**config.mk**
```make
export PLATFORM = sky130hd
export DESIGN_NAME = fixed_point_divider_16by8_unit
export DESIGN_NICKNAME = d
export VERILOG_FILES = /design/src/rtl/fpd_pkg.sv /design/src/rtl/fpd_cell.sv /design/src/rtl/fixed_point_divider_16by8_unit.sv
export SDC_FILE = /design/constraint.sdc
export NUM_CORES = 1
export LEC_CHECK = 0
export BUFFER_PORTS_ARGS = -buffer_cell sky130_fd_sc_hd__buf_2
export CAP_MARGIN = 20
export CORE_UTILIZATION = 40
export DETAILED_ROUTE_END_ITERATION = 16
export SYNTH_ARGS = -nofsm -noshare
export SYNTH_HDL_FRONTEND = slang
export SYNTH_SLANG_ARGS = --single-unit
export TNS_END_PERCENT = 30
```
**constraint.sdc**
```tcl
create_clock -name clk -period 24.9 [get_ports clk]
set_input_delay 1.245 -clock clk [delete_from_list [all_inputs] [get_ports clk]]
set_output_delay 1.245 -clock clk [all_outputs]
set_load 0.05 [all_outputs]
```
**src/rtl/fpd_pkg.sv**
```systemverilog
`timescale 1ns / 1ps
// Shared types and fixed field widths for the fixed-point divider.
// No dependencies.
package fpd_pkg;

	// Stream field widths
	localparam int DIVIDEND_W = 16;
	localparam int DIVISOR_W  = 8;
	localparam int QINT_W     = 16;
	localparam int QFRAC_W    = 8;
	localparam int S_TDATA_W  = 24;
	localparam int M_TDATA_W  = 32;

	// Control that rides along with each item through the cell chain
	typedef struct packed {
		logic valid;
		logic dbz;   // divisor was zero
		logic rz;    // integer remainder was zero (meaningful past the integer cells)
	} ctl_t;

endpackage

```
**src/rtl/fpd_cell.sv**
```systemverilog
`timescale 1ns / 1ps
// One restoring division step with its stage register.
// Depends on fpd_pkg.
module fpd_cell
	import fpd_pkg::*;
#(
	parameter int DVS_W  = 8,
	parameter int WORD_W = 24
) (
	input  logic              clk,
	input  logic              arst_n,
	input  logic              en,
	input  ctl_t              ctl_in,
	input  logic [DVS_W-1:0]  rem_in,
	input  logic [WORD_W-1:0] word_in,
	input  logic [DVS_W-1:0]  dvs_in,
	output ctl_t              ctl_out,
	output logic [DVS_W-1:0]  rem_out,
	output logic [WORD_W-1:0] word_out,
	output logic [DVS_W-1:0]  dvs_out
);

	logic [DVS_W:0]    trial;
	logic [DVS_W:0]    diff;
	logic              ge;
	logic [DVS_W-1:0]  rem_next;
	logic [WORD_W-1:0] word_next;

	ctl_t              ctl_q;
	logic [DVS_W-1:0]  rem_q;
	logic [WORD_W-1:0] word_q;
	logic [DVS_W-1:0]  dvs_q;

	// shift next dividend bit into the partial remainder, try the subtract
	assign trial     = {rem_in, word_in[WORD_W-1]};
	assign diff      = trial - {1'b0, dvs_in};
	assign ge        = (trial >= {1'b0, dvs_in});
	// result is below the divisor, so it fits in DVS_W bits
	assign rem_next  = ge ? diff[DVS_W-1:0] : trial[DVS_W-1:0];
	assign word_next = {word_in[WORD_W-2:0], ge};

	always_ff @(posedge clk or negedge arst_n) begin
		if (!arst_n) begin
			ctl_q <= '0;
		end else if (en) begin
			ctl_q <= ctl_in;
		end
	end

	always_ff @(posedge clk) begin
		if (en) begin
			rem_q  <= rem_next;
			word_q <= word_next;
			dvs_q  <= dvs_in;
		end
	end

	assign ctl_out  = ctl_q;
	assign rem_out  = rem_q;
	assign word_out = word_q;
	assign dvs_out  = dvs_q;

endmodule

```
**src/rtl/fixed_point_divider_16by8_unit.sv**
```systemverilog
`timescale 1ns / 1ps
// Top level of the pipelined fixed-point divider: a chain of restoring-step cells.
// Depends on fpd_pkg and fpd_cell.
//
// Usage
//  - Input channel (s_*): one item = dividend (s_tdata[15:0]) and divisor
//    (s_tdata[23:16]), both unsigned.
//  - Output channel (m_*): quotient = floor(dividend * 2^FRACTION_BITS / divisor),
//    integer part in m_tdata[15:0], fraction in m_tdata[23:16], remainder-zero
//    flag in m_tdata[24]; m_tuser flags a zero divisor (quotient all ones).
//  - Chain: one cell per quotient bit; each cell does one compare-and-subtract
//    and registers it.
//  - Throughput: one item per cycle unless the output stalls. The chain holds
//    up to DIVIDEND_BITS + FRACTION_BITS items in flight.
//  - Stall: the whole chain advances together. When the last cell holds an item
//    that the receiver does not take, every cell holds and s_tready drops;
//    while the output is empty or being taken the chain moves one cell per
//    cycle and gaps between items travel along with it.
//  - Reset: arst_n clears all cell valid bits at once; the chain comes up empty
//    and ready. Data registers are not reset.
//  - Input bits above DIVIDEND_BITS / DIVISOR_BITS are ignored; the integer
//    quotient is presented truncated or zero-extended to 16 bits.
module fixed_point_divider_16by8_unit
	import fpd_pkg::*;
#(
	parameter int DIVIDEND_BITS = 16,
	parameter int DIVISOR_BITS  = 8,
	parameter int FRACTION_BITS = 8
) (
	input  logic                 clk,
	input  logic                 arst_n,
	// [15:0] dividend, [23:16] divisor
	input  logic [S_TDATA_W-1:0] s_tdata,
	input  logic                 s_tvalid,
	output logic                 s_tready,
	// [15:0] quotient_integer, [23:16] quotient_fraction, [24] remainder_zero,
	// [31:25] zero
	output logic [M_TDATA_W-1:0] m_tdata,
	// [0] divide_by_zero
	output logic                 m_tuser,
	output logic                 m_tvalid,
	input  logic                 m_tready
);

	// one cell per quotient bit, integer bits first
	localparam int STEPS = DIVIDEND_BITS + FRACTION_BITS;
	localparam int PAD_W = M_TDATA_W - QINT_W - QFRAC_W - 1;

	logic                     en;
	logic [DIVIDEND_BITS-1:0] in_dvd;
	logic [DIVISOR_BITS-1:0]  in_dvs;
	logic [STEPS-1:0]         in_word;
	ctl_t                     in_ctl;

	ctl_t                     stage_ctl  [STEPS];
	logic [DIVISOR_BITS-1:0]  stage_rem  [STEPS];
	logic [STEPS-1:0]         stage_word [STEPS];
	logic [DIVISOR_BITS-1:0]  stage_dvs  [STEPS];

	logic                     last_rz;
	logic [QINT_W-1:0]        q_int;
	logic [QFRAC_W-1:0]       q_frac;
	logic                     rem_zero;

	// Global advance: the last cell is the output register.
	assign en       = !stage_ctl[STEPS-1].valid || m_tready;
	assign s_tready = en;

	// Mask to parameter widths; dividend sits above FRACTION_BITS zero bits
	// so the fraction steps just keep shifting zeros into the remainder.
	assign in_dvd  = DIVIDEND_BITS'(s_tdata[DIVIDEND_W-1:0]);
	assign in_dvs  = DIVISOR_BITS'(s_tdata[DIVIDEND_W +: DIVISOR_W]);
	assign in_word = STEPS'(in_dvd) << FRACTION_BITS;

	always_comb begin
		in_ctl       = '0;
		in_ctl.valid = s_tvalid;
		in_ctl.dbz   = (in_dvs == '0);
	end

	for (genvar i = 0; i < STEPS; i++) begin : g_cell
		ctl_t                    c_ctl;
		logic [DIVISOR_BITS-1:0] c_rem;
		logic [STEPS-1:0]        c_word;
		logic [DIVISOR_BITS-1:0] c_dvs;

		if (i == 0) begin : g_first
			assign c_ctl  = in_ctl;
			assign c_rem  = '0;
			assign c_word = in_word;
			assign c_dvs  = in_dvs;
		end else if (i == DIVIDEND_BITS) begin : g_boundary
			// integer part done: snapshot whether the remainder is zero
			always_comb begin
				c_ctl    = stage_ctl[i-1];
				c_ctl.rz = (stage_rem[i-1] == '0);
			end
			assign c_rem  = stage_rem[i-1];
			assign c_word = stage_word[i-1];
			assign c_dvs  = stage_dvs[i-1];
		end else begin : g_mid
			assign c_ctl  = stage_ctl[i-1];
			assign c_rem  = stage_rem[i-1];
			assign c_word = stage_word[i-1];
			assign c_dvs  = stage_dvs[i-1];
		end

		fpd_cell #(
			.DVS_W  (DIVISOR_BITS),
			.WORD_W (STEPS)
		) u_cell (
			.clk      (clk),
			.arst_n   (arst_n),
			.en       (en),
			.ctl_in   (c_ctl),
			.rem_in   (c_rem),
			.word_in  (c_word),
			.dvs_in   (c_dvs),
			.ctl_out  (stage_ctl[i]),
			.rem_out  (stage_rem[i]),
			.word_out (stage_word[i]),
			.dvs_out  (stage_dvs[i])
		);
	end

	// Result fields from the last cell
	if (FRACTION_BITS == 0) begin : g_nofrac
		assign last_rz = (stage_rem[STEPS-1] == '0);
		assign q_frac  = '0;
	end else begin : g_frac
		assign last_rz = stage_ctl[STEPS-1].rz;
		assign q_frac  = QFRAC_W'(stage_word[STEPS-1][FRACTION_BITS-1:0]);
	end

	// a zero divisor makes every trial subtract succeed: quotient comes out all ones
	assign q_int    = QINT_W'(stage_word[STEPS-1][STEPS-1:FRACTION_BITS]);
	assign rem_zero = last_rz && !stage_ctl[STEPS-1].dbz;

	assign m_tdata  = {{PAD_W{1'b0}}, rem_zero, q_frac, q_int};
	assign m_tuser  = stage_ctl[STEPS-1].dbz;
	assign m_tvalid = stage_ctl[STEPS-1].valid;

	// zero divisor never reports a clean remainder
	a_dbz_no_rz: assert property (@(posedge clk) disable iff (!arst_n)
		(m_tvalid && m_tuser) |-> !m_tdata[QINT_W + QFRAC_W])
		else $error("remainder_zero set on divide by zero");

	// zero divisor yields an all-ones fraction
	a_dbz_frac: assert property (@(posedge clk) disable iff (!arst_n)
		(m_tvalid && m_tuser) |->
			(q_frac == QFRAC_W'((64'd1 << FRACTION_BITS) - 64'd1)))
		else $error("fraction not all ones on divide by zero");

	// exact integer division leaves nothing for the fraction steps
	a_rz_frac: assert property (@(posedge clk) disable iff (!arst_n)
		(m_tvalid && !m_tuser && rem_zero) |-> (q_frac == '0))
		else $error("nonzero fraction with zero remainder");

	// an empty output register never blocks the input
	a_empty_ready: assert property (@(posedge clk) disable iff (!arst_n)
		!m_tvalid |-> s_tready)
		else $error("input stalled while output empty");

endmodule

```
; Word level (Yosys, flattened, before mapping)
; Cells that the tools add are included.
; W data, S select, Z words.
[word_totals]
elab_cells = 210
ramBits = 0
latchBits = 0
mem_count = 0
input_bits = 28
romBits = 0
register_bits = 844
[op_classes]
bitwise_logic = 0
n_mux = 23
n_mul = 0
magnitude_cmp = 24
n_addsub = 23
eq_ne = 0
n_reduce_logical = 6
div = 0
n_shift = 0
[op_table]
columns = cell, count
row1 = $ge A9 B8 Y1, 23
row2 = $mux W8, 22
row3 = $sub A8 B8 Y8, 22
row4 = $logic_not A8 Y1, 2
row5 = $ge A1 B8 Y1, 1
row6 = $sub A1 B8 Y8, 1
row7 = $logic_not A1 Y1, 2
row8 = $logic_and A1 B1 Y1, 1
row9 = $logic_or A1 B1 Y1, 1
row10 = $mux W1, 1

; Logic depth before layout (Yosys ltp)
[logic_depth]
depth_word = 2
ltp_mapped = 9
ltp_nobuf = 8

; Cells and area by module
; From an unflattened synthesis, not the netlist that was laid out.
[unflattened]
hier_cells = 2748
hier_area_um2 = 44223.7
[by_module_without_submodules]
columns = module, cells_each, area_per_inst_um2, instances
row1 = fpd_cell at g_cell[15].u_cell ..., 115, 1830.5, 14
row2 = fpd_cell at g_cell[0].u_cell ..., 112, 1849.3, 9
row3 = fpd_cell at g_cell[22].u_cell, 113, 1839.3, 1
row4 = fixed_point_divider_16by8_unit, 17, 113.9, 1

; Least setup slack after synthesis
; OpenSTA, ideal clock, no wires.
[synth_path]
path_kind = input port to flip-flop
start = input m_tready
end = register g_cell[0].u_cell.dvs_q[0], enable pin
arrival_ns = 16.151
path_slack_ns = 2.485
stages = 3
path_buffers = 1
setup_ns = 6.263
cell_sequence = nor2b_1 -> clkbuf_1 -> clkinv_1
[synth_via]
elab_chain_len = 1
[synth_lines]
columns = element, line_no
row1 = "start, declared", fixed_point_divider_16by8_unit.sv:42  ; input logic m_tready
row2 = $logic_or A1 B1 Y1, fixed_point_divider_16by8_unit.sv:66  ; assign en = !stage_ctl[STEPS-1].valid || m_tready;
row3 = via s_tready, fixed_point_divider_16by8_unit.sv:35  ; output logic s_tready,
row4 = "end signal, assigned", fpd_cell.sv:54  ; dvs_q <= dvs_in;
row5 = "end, declared", fpd_cell.sv:32  ; logic [DVS_W-1:0] dvs_q;
; The timed path passes the listed nets, and every way through them passes these cells.
; A chain may end at the register's enable or synchronous reset.

; Worst setup path in the final report
[layout_path]
start = input m_tready
end = output s_tready
[layout_via]
elab_chain_len = 1
[layout_lines]
columns = element, line_no
row1 = $logic_or A1 B1 Y1, fixed_point_divider_16by8_unit.sv:66
row2 = "end, declared", fixed_point_divider_16by8_unit.sv:35
; No other way between the ends.

==> impl_metrics.yaml <==
clock_tree:
  clock_path_buffers: 3
  clkLatencyLatePin_ps: 640
  htree_num_levels: 3
  cts_inserted_buffers: 92
  cts.hold.buffers_added: 0
  post_cts_buffers: 0
  cts_tree: "done"
  cts_resized: 0
  cts_root_buffer: "clkbuf_16"
  clk_pin_slew_ps: 50
  clock-sinks: 844
logic_synthesis:
  syn_inst: 2419
  synth-edff-count: 788
  ys_ff_latch: 844
  synthArstFlopShare_pct: 6.64
  ys_warn_count: 0
  synth.yosys.seq_area_share_pct: 67.9
  syn_avg_cell_area_sq_um: 15.3
  synthFlopType: "edfxtp_1"
  yosysUniqueCellTypes: 66
  synth_area_sq_um: 36900
timing:
  tightestPinTransition_ps: 1290
  whs_ps: 410
  hold_viol_final: 0
  max_freq_ghz: 0.242
  setup_viol: 0
  slew_headroom_pct: 14.2
  rsz0062_at_grt: "no"
  finClkSkew_ps: 15.3
  final_max_slew_viol_count: 0
  final.period_utilization_pct: 16.6
  tns_ps: 0
  finalCriticalPeriod_ps: 4130
  fin_ws_ps: 20770
run_status:
  status: "complete, but fails checks"
  violations: "DRC"
setup_path:
  crit_path_end_kind: "output pin"
  crit_path_start_kind: "input port"
  required_ps: 23650
  crit_arrival_ps: 2890
  critPathKind: "input port to output pin"
  reg2reg_depth: 5
  path_max_fanout: 105
  r2r_setup_slack_ps: 21200
  rr_endpoint: "g_cell[17].u_cell.rem_out[4]"
  r2r-start: "g_cell[23].u_cell.ctl_out[2]"
global_route:
  antenna_found_initial: 3
  grt_pass1_wl_mm: 99.8
  grt_util_all_layers_pct: 13.2
  grt-ovfl-total: 0
  grt_max_degree: 211
  grt_pass1_vias: 19364
die:
  design.die.area_sq_um: 93400
  core_sq_um: 91500
  die_w_microns: 306
  die_h_microns: 306
  num_rows: 111
  initial_core_util_pct: 40.3
  boundaryPins: 63
detailed_routing:
  drtIter0Drc: 1210
  via_count: 19032
  wl_mm: 61.5
  dr.pass1.iters: 11
  ant_nets: 0
  routed_via_density: 5.02
  drc: 2
  wire_per_inst_microns: 16.2
hold_path:
  min_from: "g_cell[20].u_cell.word_out[18]"
  hold_end: "g_cell[21].u_cell.word_out[19]"
  hp-class: "register to register"
  holdPathStages: 0
place:
  io_buffers: 55
  place_ws_ps: 20210
  hpwl_mm: 40.7
  placed_cells: 3622
  routabilityCongestion: 0.830
cells_and_area:
  instances_no_fill: 3792
  n_antenna_cell: 0
  syn2layout_area_growth_pct: 12.9
  final_layout_size_suffix_gt1_share_pct: 15.3
  nets: 2765
flow_run:
  max_cap_violations: 0
==> cell usage after synthesis, types with 6 or more instances <==
library cell / n / area [sq um]
a2111oi_0: 13 / 114
xnor2_1: 59 / 517
nand3_1: 51 / 255
a211oi_2: 8 / 100
mux2_2: 170 / 1910
o31ai_1: 7 / 52.6
o21ai_0: 46 / 230
dfrtp_1: 56 / 1400
o21ai_1: 7 / 35.0
o311a_1: 12 / 120
nand2b_1: 35 / 219
o21a_1: 38 / 285
a211o_1: 24 / 210
nor3_1: 58 / 290
nor4_1: 22 / 138
a41oi_4: 6 / 165
nor2_1: 101 / 379
xor2_1: 8 / 70.1
inv_1: 265 / 995
nor2b_1: 33 / 206
a211oi_1: 24 / 180
a21o_1: 55 / 413
nand2_1: 38 / 143
a21oi_1: 71 / 355
ha_1: 185 / 2310
buf_4: 18 / 135
edfxtp_1: 788 / 23700
fa_1: 22 / 440
clkbuf_1: 29 / 109
nor3b_1: 7 / 52.6
o31a_1: 19 / 166
a31oi_1: 8 / 50.1
and3_1: 16 / 100
or3_1: 6 / 37.5
mux2i_1: 36 / 360
a311o_1: 19 / 190
==> logic make-up after synthesis <==
group                      after synthesis  share of synthesized area [%]
and+or+nand+nor                        387                           5.32
xor gates and xnor gates                67                           1.59
AOI/OAI and AO/OA                      389                           8.05
DFF                                    844                           67.9
buffers and inverters                  318                           3.45
other                                    1                         0.0102
muxes                                  206                           6.17
adders and majority gates              207                           7.47
==> worst max-delay path, cell delays in order <==
cell     delay, ps
buf_2          120
nor2b_4        100
buf_4          530
inv_8          410
buf_2          370
==> placed cells by master, fill, tap and decap left out, drive strengths merged, types with 58 or more instances in the layout <==
master and count:
a21oi 71, buf 63, clkbuf 112, edfxtp 788, ha 185, inv 270
mux2 170, nor2 102, nor3 58, xnor2 59
==> metrics by stage <==
step                util (%)  area (sq um)
global placement        42.1         38500
global route            45.5         41600
detailed placement      42.1         38500
CTS                     45.5         41600
finish                  45.5         41600
floorplan                  -         36900
==> flip-flops by register name, indices dropped and copies added (netlist names) <==
signal	count
g_cell.u_cell.rem_out	184
g_cell.u_cell.word_out	420
g_cell.u_cell.ctl_out	56
g_cell.u_cell.dvs_out	184
==> metal layers <==
layer  up-vias  wire, microns  global-route usage (%)
li1       9340              -                       -
met1      9250          27600                    16.9
met2       313          29600                    22.0
met3       129           2150                    2.59
met4         0           2100                    5.45
met5         -              0                       0
==> worst max path at each step <==
stage | from | end | slack [ps] | depth (start not counted)
floorplan | m_tready | g_cell[0].u_cell.dvs_out[0] | 2490 | 3
detailed placement | m_tready | g_cell[0].u_cell.word_out[9] | 20210 | 6
global route | m_tready | s_tready | 20650 | 5
CTS | m_tready | s_tready | 20760 | 5
global placement | m_tready | g_cell[1].u_cell.word_out[10] | 20330 | 6
finish | m_tready | s_tready | 20770 | 5
==> final cells by class <==
cell class / instances / area (sq um)
clock buffer: 112 / 2460
clock inverter: 58 / 678
fill: 7920 / 49900
inverter: 266 / 1010
multi-input combinational: 1263 / 10600
sequential: 844 / 25100
tap: 1186 / 1480
timing repair buffer: 63 / 360
Power is left out: the tool's default activity adds up to more than one toggle a clock period on the data nets, which glitch-free logic cannot reach.
